## src/hw/rtl/biou_pkg.sv

```systemverilog
// ---------------------------------------------------------------------------
// biou_pkg: shared types for the box IoU distance engine
// Box record and the tag that travels with each result through the pipeline.
// ---------------------------------------------------------------------------
package biou_pkg;

   // One box in signed fixed point with two fraction bits.
   typedef struct packed {
      logic signed [15:0] l;
      logic signed [15:0] t;
      logic signed [15:0] r;
      logic signed [15:0] b;
   } box_type;

   // Sideband carried beside the divider data.
   typedef struct packed {
      logic [3:0] track_index;
      logic [7:0] det_index;
      logic       last;
      logic       full;   // distance is the full scale value
      logic       zero;   // distance is zero
   } tag_type;

   // One pixel in raw coordinate units.
   localparam logic signed [17:0] ONE_PIXEL = 18'sd4;

endpackage

```

## src/hw/rtl/biou_track_cell.sv

```systemverilog
// ---------------------------------------------------------------------------
// biou_track_cell: one slot of the track box chain
// Holds one track box; loads a new box or takes its neighbor's box on a shift.
// ---------------------------------------------------------------------------
module biou_track_cell
   import biou_pkg::*;
(
   input  logic    clock,
   input  logic    load,
   input  box_type load_box,
   input  logic    shift,
   input  box_type nbr_box,
   output box_type box
);

   box_type box_ff;
   box_type box_in;

   always_comb begin
      box_in = box_ff;
      if (load) begin
         box_in = load_box;
      end else if (shift) begin
         box_in = nbr_box;
      end
   end

   always_ff @(posedge clock) begin
      box_ff <= box_in;
   end

   assign box = box_ff;

endmodule

```

## config.mk

```make
export PLATFORM = sky130hd
export DESIGN_NAME = biou_track_cell
export DESIGN_NICKNAME = d
export VERILOG_FILES = /design/src/hw/rtl/biou_pkg.sv /design/src/hw/rtl/biou_track_cell.sv
export SDC_FILE = /design/constraint.sdc
export NUM_CORES = 1
export LEC_CHECK = 0
export BUFFER_PORTS_ARGS = -buffer_cell sky130_fd_sc_hd__buf_4
export CAP_MARGIN = 20
export CORE_UTILIZATION = 42
export CTS_CLUSTER_SIZE = 16
export DETAILED_ROUTE_END_ITERATION = 12
export GPL_ROUTABILITY_DRIVEN = 0
export HOLD_SLACK_MARGIN = 0.1
export PLACE_DENSITY = 0.88
export SKIP_CTS_REPAIR_TIMING = 1
export SLEW_MARGIN = 10
export SYNTH_ARGS = -nofsm -noshare
export SYNTH_HDL_FRONTEND = slang
export SYNTH_SLANG_ARGS = --single-unit
export TNS_END_PERCENT = 30
```

## constraint.sdc

```tcl
create_clock -name clock -period 3.3 [get_ports clock]
set_input_delay 0.33 -clock clock [delete_from_list [all_inputs] [get_ports clock]]
set_output_delay 0.33 -clock clock [all_outputs]
set_load 0.02 [all_outputs]
```

==> flow_metrics.env <==
export IMPL_synth_compound_area_share_pct=0
export IMPL_num_rows=29
export IMPL_ys_types=6
export IMPL_start_kind="primary input"
export IMPL_min_period_ns=1.688
export IMPL_syn_nets=267
export IMPL_grt_max_degree=44
export IMPL_clkPwrFrac_pct=28.8
export IMPL_yosys_area_share_xor_xnor_pct=0
export IMPL_critPathLaunch="load"
export IMPL_arrival_ns=1.77
export IMPL_antenna_cells=0
export IMPL_slew_headroom_pct=45.83
export IMPL_cp_required_ns=3.38
export IMPL_antenna_found_initial=0
export IMPL_placed_area_mm2=0.004413
export IMPL_critPathSlowestCell="buf_4"
export IMPL_max_freq_mhz=592.3
export IMPL_worstMarginPinSlew_ns=0.8126
export IMPL_grt_pass1_vias=2128
export IMPL_die_area_mm2=0.007254
export IMPL_syn_to_final_growth_pct=58.01
export IMPL_ioPinCount=195
export IMPL_multi_input_area_um2=910.9
export IMPL_worstSetupEndpointType="flip-flop"
export IMPL_crit_fanout=43
export IMPL_critPathKind="in -> reg"
export IMPL_gr_total_overflow=0
export IMPL_largest_reg_flops=64
export IMPL_drc=0
export IMPL_crit_cells=3
export IMPL_syn_area_per_cell_um2=21.36
export IMPL_cp_top_family="buffers and inverters"
export IMPL_max_cap_violations=0
export IMPL_fill_cells=425
export IMPL_cts_tree="yes"
export IMPL_ant_nets=0
export IMPL_leakage_nw=2.149
export IMPL_hold_viol_final=0
export IMPL_status="completed"
export IMPL_cts_htree_levels=3
export IMPL_setup_viol=0
export IMPL_rsz0062_at_grt="false"
export IMPL_cts_sinks=64
export IMPL_yosys_area_share_simple_pct=0.2153
export IMPL_crit_end="box[1]"
export IMPL_syn_area_mm2=0.002905
export IMPL_drtIter0Drc=68
export IMPL_drive_gt1_share_pct=80.29
export IMPL_critical_path_buf_inv_count=2
export IMPL_synthMuxAreaShare_pct=31.14
export IMPL_ys_ff_latch=64
export IMPL_grt_usage_pct=22.16
export IMPL_die_w_um=85.17
export IMPL_post_route_util_pct=70.68
export IMPL_powerDensity_mw_per_mm2=472.0
export IMPL_synth_seq_area_share_pct=66.15
export IMPL_max_stage_delay_ns=0.67
export IMPL_synth_top_family_by_area="multiplexers"
export IMPL_num_vias=2026
export IMPL_start_util_pct=44.73
export IMPL_viasPerCell=4.859
export IMPL_power_internal_mw=1.628
export IMPL_coreArea_mm2=0.006495
export IMPL_wl_per_cell_um=19.31
export IMPL_p_comb_share_pct=23.8
export IMPL_synthAdderAreaFrac_pct=0
export IMPL_min_path_type="in -> reg"
export IMPL_max_clock_path_buffers=2
export IMPL_vdd_ir_drop_max_v=0.0002662
export IMPL_p_sw_mw=0.5391
export IMPL_grt_pass1_wl_um=11420
export IMPL_io_buffers=194
export IMPL_timing_final_max_slew_violations=0
export IMPL_hold_path_startpoint="load_box[36]"
export IMPL_crit_top_cell="buf_4"
export IMPL_holdPathStages=2
export IMPL_seqPwrFrac_pct=47.4
export IMPL_drt_first_pass_iters=4
export IMPL_clk_pin_slew_worst_paths_ns=0.07
export IMPL_root_buffer="clkbuf_8"
export IMPL_regArea_mm2=0.001922
export IMPL_p_sw_share_pct=24.88
export IMPL_tns_ns=0
export IMPL_fin_crit_sh_pct=51.16
export IMPL_crit_chain="buf_4 -> buf_4 -> mux2_2"
export IMPL_yosysWarnings=0
export IMPL_wl_um=8052
export IMPL_syn_inst=136
export IMPL_stdcell_area_mm2=0.004591
export IMPL_cts_buffers=9
export IMPL_nets=467
export IMPL_dieHeight_um=85.17
[cell usage in the layout, fill, tap and decap left out, drive strengths merged]
master	count
clkinv	2
buf	196
or2	1
mux2	64
clkbuf	11
clkinvlp	1
edfxtp	64
bufinv	1
[synthesized netlist by cell type, drive strengths merged]
library cell  number  area share, %
edfxtp            64             66
mux2              64             31
or2                1           0.22
buf                7            2.5
[metal layers]
layer	global-route usage [%]	share of wire, %	up-vias
met1	21.89	33	952
li1	-	-	931
met4	14.02	4.1	0
met3	6.809	8.9	23
met2	40.25	54	120
met5	0	0	-
[cell families (layout without fill, tap and decap cells)]
family | Yosys count | in the layout
buffers and inverters | 7 | 211
DFF | 64 | 64
muxes | 64 | 64
and+or+nand+nor | 1 | 1
[worst min-delay path by stage]
| stage | end | slack [ns] |
|---|---|---|
| after floorplan | box[12] | 0.55 |
| after global placement | box[45] | 0.63 |
| after detailed placement | box[18] | 0.63 |
| after CTS | box[18] | 0.28 |
| after global routing | box[34] | 0.28 |
| final | box[36] | 0.29 |
[final cells by class]
cell class	count	share of cell area (%)
clock buffer	11	2.862
multi-input combinational	65	19.84
clock inverter	4	1.008
sequential	64	41.86
tap	77	2.099
timing repair buffer	196	32.32
[stage by stage]
stage	total power [mW]	instances	hold WS [ns]	setup WS [ns]
global placement	1.547	402	0.6306	1.302
CTS	2.185	417	0.2792	1.617
floorplan	1.287	136	0.5475	0.7956
detailed placement	1.563	402	0.6327	1.262
finish	2.167	417	0.2947	1.612
global route	2.243	417	0.2788	1.572
[power by group through the flow]
| stage | clock [mW] | sequential [mW] | combinational [mW] |
|---|---|---|---|
| 2_1_floorplan | 0 | 1.16 | 0.127 |
| 3_3_place_gp | 0 | 1.04 | 0.508 |
| 3_5_place_dp | 0 | 1.04 | 0.519 |
| 4_1_cts | 0.638 | 1.03 | 0.520 |
| 5_1_grt | 0.670 | 1.03 | 0.538 |
| 6_report | 0.624 | 1.03 | 0.516 |
(Power assumes the default switching activity.)
