`config.mk`:
```
export PLATFORM = sky130hd
export DESIGN_NAME = biou_div_cell
export DESIGN_NICKNAME = d
export VERILOG_FILES = /design/src/hw/rtl/biou_pkg.sv /design/src/hw/rtl/biou_div_cell.sv
export SDC_FILE = /design/constraint.sdc
export NUM_CORES = 1
export LEC_CHECK = 0
export BUFFER_PORTS_ARGS = -buffer_cell sky130_fd_sc_hd__buf_2
export CORE_MARGIN = 5
export CORE_UTILIZATION = 54
export DETAILED_ROUTE_END_ITERATION = 10
export HOLD_SLACK_MARGIN = 0.02
export PLACE_DENSITY_LB_ADDON = 0.2
export RECOVER_POWER = 25
export SLEW_MARGIN = 15
export SYNTH_ARGS = -nofsm -noshare
export SYNTH_HDL_FRONTEND = slang
export SYNTH_SLANG_ARGS = --single-unit
```
`constraint.sdc`:
```
create_clock -name clock -period 7.2 [get_ports clock]
set_clock_uncertainty 0.1 [all_clocks]
set_input_delay 1.44 -clock clock [delete_from_list [all_inputs] [get_ports clock]]
set_output_delay 1.44 -clock clock [all_outputs]
set_load 0.05 [all_outputs]
```
`src/hw/rtl/biou_pkg.sv`:
```
// ---------------------------------------------------------------------------
// biou_pkg: shared types for the box IoU distance engine
// Box record and the tag that travels with each result through the pipeline.
// ---------------------------------------------------------------------------
package biou_pkg;

   // One box in signed fixed point with two fraction bits.
   typedef struct packed {
      logic signed [15:0] l;
      logic signed [15:0] t;
      logic signed [15:0] r;
      logic signed [15:0] b;
   } box_type;

   // Sideband carried beside the divider data.
   typedef struct packed {
      logic [3:0] track_index;
      logic [7:0] det_index;
      logic       last;
      logic       full;   // distance is the full scale value
      logic       zero;   // distance is zero
   } tag_type;

   // One pixel in raw coordinate units.
   localparam logic signed [17:0] ONE_PIXEL = 18'sd4;

endpackage

```
`src/hw/rtl/biou_div_cell.sv`:
```
// ---------------------------------------------------------------------------
// biou_div_cell: one restoring division step
// Produces one quotient bit per stage and registers the partial remainder.
// ---------------------------------------------------------------------------
module biou_div_cell
   import biou_pkg::*;
#(
   parameter int F  = 16,
   parameter int RW = 38
)(
   input  logic          clock,
   input  logic          reset,
   input  logic          advance,
   input  logic          in_valid,
   input  tag_type       in_tag,
   input  logic [RW-1:0] in_rem,
   input  logic [RW-1:0] in_div,
   input  logic [F-1:0]  in_quo,
   output logic          out_valid,
   output tag_type       out_tag,
   output logic [RW-1:0] out_rem,
   output logic [RW-1:0] out_div,
   output logic [F-1:0]  out_quo
);

   logic          valid_ff;
   tag_type       tag_ff;
   logic [RW-1:0] rem_ff, div_ff;
   logic [F-1:0]  quo_ff;
   logic [RW-1:0] sh;
   logic          ge;
   logic [RW-1:0] rem_in;
   logic [F-1:0]  quo_in;

   always_comb begin
      sh     = {in_rem[RW-2:0], 1'b0};
      ge     = (sh >= in_div);
      rem_in = ge ? (sh - in_div) : sh;
      quo_in = {in_quo[F-2:0], ge};
   end

   always_ff @(posedge clock) begin
      if (reset) begin
         valid_ff <= 1'b0;
      end else if (advance) begin
         valid_ff <= in_valid;
      end
   end

   always_ff @(posedge clock) begin
      if (advance) begin
         tag_ff <= in_tag;
         rem_ff <= rem_in;
         div_ff <= in_div;
         quo_ff <= quo_in;
      end
   end

   assign out_valid = valid_ff;
   assign out_tag   = tag_ff;
   assign out_rem   = rem_ff;
   assign out_div   = div_ff;
   assign out_quo   = quo_ff;

endmodule

```
==> impl_metrics.tcl, run 1 <==
set metrics [dict create \
    cap_violations 1 \
    syn_to_final_growth_pct 22.5 \
    ys_seq_area_share_pct 52.5 \
    numPlacedInstances 911 \
    syn_inst 571 \
    core_region_area_sq_mm 0.0113 \
    ir_drop_uv 167 \
    critPathMaxStageDelay_ns 0.58 \
    fillers 896 \
    min_to "out_valid" \
    nNetsFinal 929 \
    start_util_pct 54.4 \
    timing.rr.end "out_valid" \
    synthArstFlopShare_pct 0 \
    cts-htree-levels 3 \
    clk_pin_slew_ns 0.07 \
    tightest_slew_ns 2.68 \
    drtIter0Drc 326 \
    wl_met3_microns 1370 \
    rows 39 \
    via_count 5118 \
    post_cts_resized 0 \
    r2r_slack_ns 6.47 \
    path_class "input pin to flip-flop" \
    postCtsSetupBuffers 0 \
    syn_area_sq_mm 0.00616 \
    wl_met1_microns 6690 \
    place_congestion 0.879 \
    r2r-start "out_valid" \
    grt_start_max_net_pins 62 \
    p_per_area_mw_per_mm2 248 \
    start_kind "input pin" \
    worstHoldPathType "flip-flop to flip-flop" \
    end_kind "flip-flop" \
    hold_viol_final 0 \
    synth_seq_cells 108 \
    avgSynthCellArea_sq_um 10.8 \
    port_buffers 216 \
    maxSlewViolCount 49 \
    period_needed_ns 4.50 \
    finalSetupViolations 0 \
    dr.pass1.iters 5 \
    required_ns 7.30 \
    violations "max-capacitance violations, max-slew violations" \
    critPathSlowestCell "o41ai_2" \
    min_path_cells 2 \
    top_layer_used "met4" \
    via_per_inst 5.52 \
    cts-hold-fix-buffers 0 \
    clock.fmax_mhz 222 \
    crit_start "in_div[31]" \
    routed_wl_microns 16500 \
    die_w_microns 117 \
    crit_fanout 31 \
    grt_pass1_wl_microns 25200 \
    ioPinCount 219 \
    finalCritPeriodShare_pct 62.5 \
    hold_path_startpoint "out_valid" \
    antenna_found_initial 0 \
    dpl.hpwl_microns 13100 \
    dieArea_sq_mm 0.0136 \
    gr-total-overflow 0 \
    timing.reg2reg.worst_path_depth 2 \
    yosys_most_used_dff "edfxtp_1" \
    fin_cells 927 \
    drive_gt1_share_pct 29.1 \
    status "finished with violations" \
    synthesis.nets 721 \
    wl_per_cell_microns 17.8 \
    path_cells "buf_1, inv_1, ha_1, nand4_2, nor3_2, nand3_1, o41ai_2, a21oi_1, o31a_1, clkinv_2, buf_4, o21ai_2, o31ai_2" \
    die_h_microns 117 \
    synth.distinct_cells 61 \
    grt_pass1_vias 5152 \
    rsz0062_at_grt "no" \
    cts-buffers-inserted 9 \
    leakage_nw 3.33 \
    antenna_cells 0 \
    met2_length_microns 8160 \
    total_power_mw 1.87 \
    fin_tns_setup_ns 0 \
    relSlewSlack_pct -78.4 \
    root_buffer "clkbuf_16" \
    synth_edf_count 107 \
    ys.warnings.count 0 \
    drtAntennaViolNets 0 \
    remaining_drc_errors 0 \
    clkLatencyLatePin_ns 0.35 \
    cts_max_path_buffers 2 \
    critPathArrivalTime_ns 4.60 \
    cts_tree "built" \
    clock_sinks 108 \
    gr-usage-all-layers_pct 23.9 \
]
==> where the power goes <==
part | internal, mW | total (mW) | switching (mW)
Sequential | 0.768 | 0.784 | 0.0155
Clock | 0.240 | 0.476 | 0.236
Combinational | 0.168 | 0.609 | 0.441
Total | 1.18 | 1.87 | 0.693
==> flip-flops by register name, indices dropped and copies added (netlist names) <==
name / count
out_div: 38
out_tag: 15
out_rem: 38
out_valid: 1
out_quo: 16
==> metrics by stage <==
step | instance area, sq um | setup WS, ns | hold slack, ns | util (%)
final | 7540 | 2.70 | 0.412 | 66.6
after global routing | 7540 | 2.45 | 0.471 | 66.6
after CTS | 7580 | 2.69 | 0.422 | 66.9
after detailed placement | 7290 | 2.32 | 0.405 | 64.4
after global placement | 7290 | 2.36 | 0.371 | 64.4
after floorplan | 6160 | 3.18 | 0.633 | -
==> routing by layer <==
metal  GRT usage [%]  up-vias
met2            41.6      191
met1            29.2     2390
met5               0        -
met3            5.09       21
li1                -     2516
met4            8.87        0
==> synth_stat cells, types with 2 or more instances <==
cell type | n | share of area, %
nor2b_1 | 7 | 0.71
and4_1 | 2 | 0.28
o21ai_0 | 34 | 2.8
nand2b_1 | 4 | 0.41
o31a_1 | 2 | 0.28
xnor2_1 | 16 | 2.3
a21o_1 | 15 | 1.8
a21boi_0 | 2 | 0.24
a31oi_1 | 7 | 0.71
o21bai_1 | 5 | 0.61
nand3_1 | 10 | 0.81
xor2_1 | 12 | 1.7
a211o_1 | 2 | 0.28
clkbuf_1 | 3 | 0.18
nand4_1 | 10 | 1.0
nand2_1 | 43 | 2.6
buf_2 | 12 | 0.98
nor3_1 | 13 | 1.1
a31o_2 | 3 | 0.43
a2111oi_0 | 2 | 0.28
nor2_1 | 42 | 2.6
inv_1 | 52 | 3.2
buf_6 | 3 | 0.55
edfxtp_1 | 107 | 52
o211ai_1 | 3 | 0.37
ha_1 | 38 | 7.7
a211oi_1 | 3 | 0.37
and3_1 | 4 | 0.41
a22o_1 | 2 | 0.28
a21oi_2 | 10 | 1.4
and2_1 | 3 | 0.30
a21oi_1 | 54 | 4.4
mux2i_1 | 2 | 0.33
o21a_1 | 5 | 0.61
or3_1 | 5 | 0.51
buf_8 | 2 | 0.49
o31ai_1 | 8 | 0.98
==> cells in the final DEF (no fill, tap or decap), types with 8 or more instances in the layout <==
cell       netlist  final
nor2_1          42     42
xor2_1          12     12
buf_2           12    188
ha_1            38     38
a21oi_1         54     54
inv_1           52     52
nor3_1          13     13
clkbuf_16        0      9
a21o_1          15     15
nand2_1         43     43
clkbuf_1         3     27
xnor2_1         16     16
o31ai_1          8      8
a21oi_2         10     10
nand4_1         10     10
o21ai_0         34     34
edfxtp_1       107    107
nand3_1         10     10
==> cells by family (layout without fill, tap and decap cells) <==
logic type                 count (synthesis)  in the layout  synth area share (%)
adders and majority gates                 39             39                  8.05
xor gates and xnor gates                  28             28                  3.98
muxes                                      3              3                 0.508
DFF                                      108            108                  52.5
buffers and inverters                     75            288                  5.65
and+or+nand+nor                          149            149                  11.5
AOI/OAI and AO/OA                        169            169                  17.8
==> worst max-delay path by stage <==
stage                        endpoint  slack (ns)
final                     out_rem[25]        2.70
after CTS                 out_rem[25]        2.69
after floorplan           out_rem[28]        3.18
after global routing      out_rem[25]        2.45
after detailed placement  out_rem[25]        2.32
after global placement    out_rem[25]        2.36
==> critical path: cells and delay by family <==
kind / cells / cell delay, ns
AO/OA/AOI/OAI: 5 / 1.14
buffers and inverters: 4 / 0.78
AND/OR/NAND/NOR: 3 / 0.76
adder cells (fa/ha/maj): 1 / 0.46
==> area by class of cell <==
| cell class | instances | area (sq um) | share of cell area (%) |
|---|---|---|---|
| sequential | 108 | 3230 | 42.9 |
| multi-input combinational | 388 | 2580 | 34.2 |
| timing repair buffer | 219 | 1070 | 14.2 |
| clock buffer | 9 | 225 | 2.99 |
| inverter | 53 | 200 | 2.65 |
| tap | 143 | 179 | 2.37 |
| clock inverter | 7 | 58.8 | 0.780 |
No activity file was read; power rests on OpenSTA's default activity.
==> run 2: changes to the inputs <==
--- a/config.mk
+++ b/config.mk
@@ -7,7 +7,7 @@
 export LEC_CHECK = 0
 export BUFFER_PORTS_ARGS = -buffer_cell sky130_fd_sc_hd__buf_2
 export CORE_MARGIN = 5
-export CORE_UTILIZATION = 54
+export CORE_UTILIZATION = 51
 export DETAILED_ROUTE_END_ITERATION = 10
 export HOLD_SLACK_MARGIN = 0.02
 export PLACE_DENSITY_LB_ADDON = 0.2
==> constraint.sdc (replaced) <==
create_clock -name clock -period 4.3 [get_ports clock]
set_clock_uncertainty 0.1 [all_clocks]
set_input_delay 0.86 -clock clock [delete_from_list [all_inputs] [get_ports clock]]
set_output_delay 0.86 -clock clock [all_outputs]
set_load 0.05 [all_outputs]
==> impl_metrics.tcl, run 2 (synthesis results as in run 1) <==
set metrics [dict create \
    dr.pass1.iters 4 \
    via_per_inst 5.42 \
    status "finished with violations" \
    cts-hold-fix-buffers 0 \
    finalCritPeriodShare_pct 82.3 \
    timing.reg2reg.worst_path_depth 2 \
    final_cell_mix "buf_2 (195), edfxtp_1 (107), a21oi_1 (54), inv_1 (52), nand2_1 (43)" \
    tightest_slew_ns 2.53 \
    cts-htree-levels 3 \
    postCtsSetupBuffers 0 \
    r2r_slack_ns 3.62 \
    root_buffer "clkbuf_16" \
    critPathMaxStageDelay_ns 0.54 \
    cts_tree "built" \
    routed_wl_microns 15700 \
    gr-total-overflow 0 \
    cts-buffers-inserted 9 \
    remaining_drc_errors 0 \
    grt_pass1_vias 5233 \
    required_ns 4.35 \
    path_class "input pin to flip-flop" \
    ir_drop_uv 238 \
    crit_fanout 17 \
    core_region_area_sq_mm 0.0119 \
    clkLatencyLatePin_ns 0.35 \
    post_cts_resized 0 \
    critPathSlowestCell "o41ai_2" \
    clk_pin_slew_ns 0.07 \
    finalSetupViolations 0 \
    rows 40 \
    timing.rr.end "out_valid" \
    crit_top_cell "nand3_1" \
    drtIter0Drc 346 \
    antenna_cells 0 \
    path_cells "clkbuf_1, inv_1, ha_1, nand3_1, nor3_2, nand3_1, o41ai_2, a21oi_1, o31a_1, buf_4, o41ai_1" \
    hold_path_startpoint "out_valid" \
    p_per_area_mw_per_mm2 410 \
    end_kind "flip-flop" \
    cap_violations 1 \
    violations "max-capacitance violations, max-slew violations" \
    min_to "out_valid" \
    leakage_nw 3.38 \
    grt_start_max_net_pins 107 \
    port_buffers 216 \
    drtAntennaViolNets 0 \
    die_w_microns 120 \
    wl_per_cell_microns 16.8 \
    syn_to_final_growth_pct 23.6 \
    crit_start "in_div[27]" \
    grt_pass1_wl_microns 25200 \
    maxSlewViolCount 107 \
    dpl.hpwl_microns 12500 \
    nNetsFinal 935 \
    clock_sinks 108 \
    r2r-start "out_valid" \
    ioPinCount 219 \
    cts_max_path_buffers 2 \
    place_congestion 0.885 \
    critPathArrivalTime_ns 3.59 \
    gr-usage-all-layers_pct 21.9 \
    fillers 1013 \
    antenna_found_initial 0 \
    die_h_microns 120 \
    mostFrequentLayoutCell "buf_2" \
    start_kind "input pin" \
    drive_gt1_share_pct 30.5 \
    fin_tns_setup_ns 0 \
    path_delay_family "compound AO/OA/AOI/OAI gates" \
    cp_num_buf_inv 3 \
    relSlewSlack_pct -68.9 \
    via_count 5077 \
    start_util_pct 51.7 \
    period_needed_ns 3.54 \
    final_util_pct 63.9 \
    rsz0062_at_grt "no" \
    dieArea_sq_mm 0.0144 \
    hold_viol_final 0 \
    clock.fmax_mhz 283 \
    min_path_cells 2 \
    worstHoldPathType "flip-flop to flip-flop" \
]
[run 2: layout make-up]
type / count / area (sq um) / area share (%)
Timing Repair Buffer: 225 / 1130 / 14.9
Clock inverter: 7 / 58.8 / 0.773
Inverter: 53 / 200 / 2.63
Tap cell: 147 / 184 / 2.42
Clock buffer: 9 / 225 / 2.96
Sequential cell: 108 / 3230 / 42.5
Multi-Input combinational cell: 388 / 2580 / 33.9
[run 2: through the flow]
stage	setup WS [ns]	total power [mW]	instance area, sq um	hold slack [ns]	instances
3_5_place_dp	0.413	2.36	7370	0.391	921
4_1_cts	0.776	3.15	7650	0.411	937
6_report	0.761	3.12	7610	0.402	937
2_1_floorplan	0.861	2.10	6160	0.633	571
3_3_place_gp	0.420	2.35	7370	0.371	921
5_1_grt	0.554	3.28	7610	0.445	937
[run 2: metal layers]
metal	vias up	GRT usage (%)	routed length, microns
met5	-	0	0
met2	180	39.4	7860
met3	20	5.84	1150
li1	2519	-	-
met1	2358	25.8	6510
met4	0	6.37	226
[run 2: how the worst max path moves through the flow]
stage                  end  slack (ns)  cells after the start
5_1_grt        out_rem[33]        0.55                     11
3_3_place_gp   out_rem[33]        0.42                     11
6_report       out_rem[33]        0.76                     11
4_1_cts        out_rem[33]        0.78                     11
3_5_place_dp   out_rem[33]        0.41                     11
2_1_floorplan  out_rem[28]        0.86                     12
[run 2: tightest hold or removal path, cell delays in order (launching register included)]
cell and delay [ns]:
dfxtp_1 0.33, mux2i_1 0.06, nor2_1 0.07
[run 2: report_power, final]
group / internal (mW) / leakage [nW] / switching, mW
logic: 0.290 / 2.18 / 0.737
clock network: 0.402 / 0.138 / 0.383
registers: 1.29 / 1.06 / 0.0232
total: 1.98 / 3.38 / 1.14
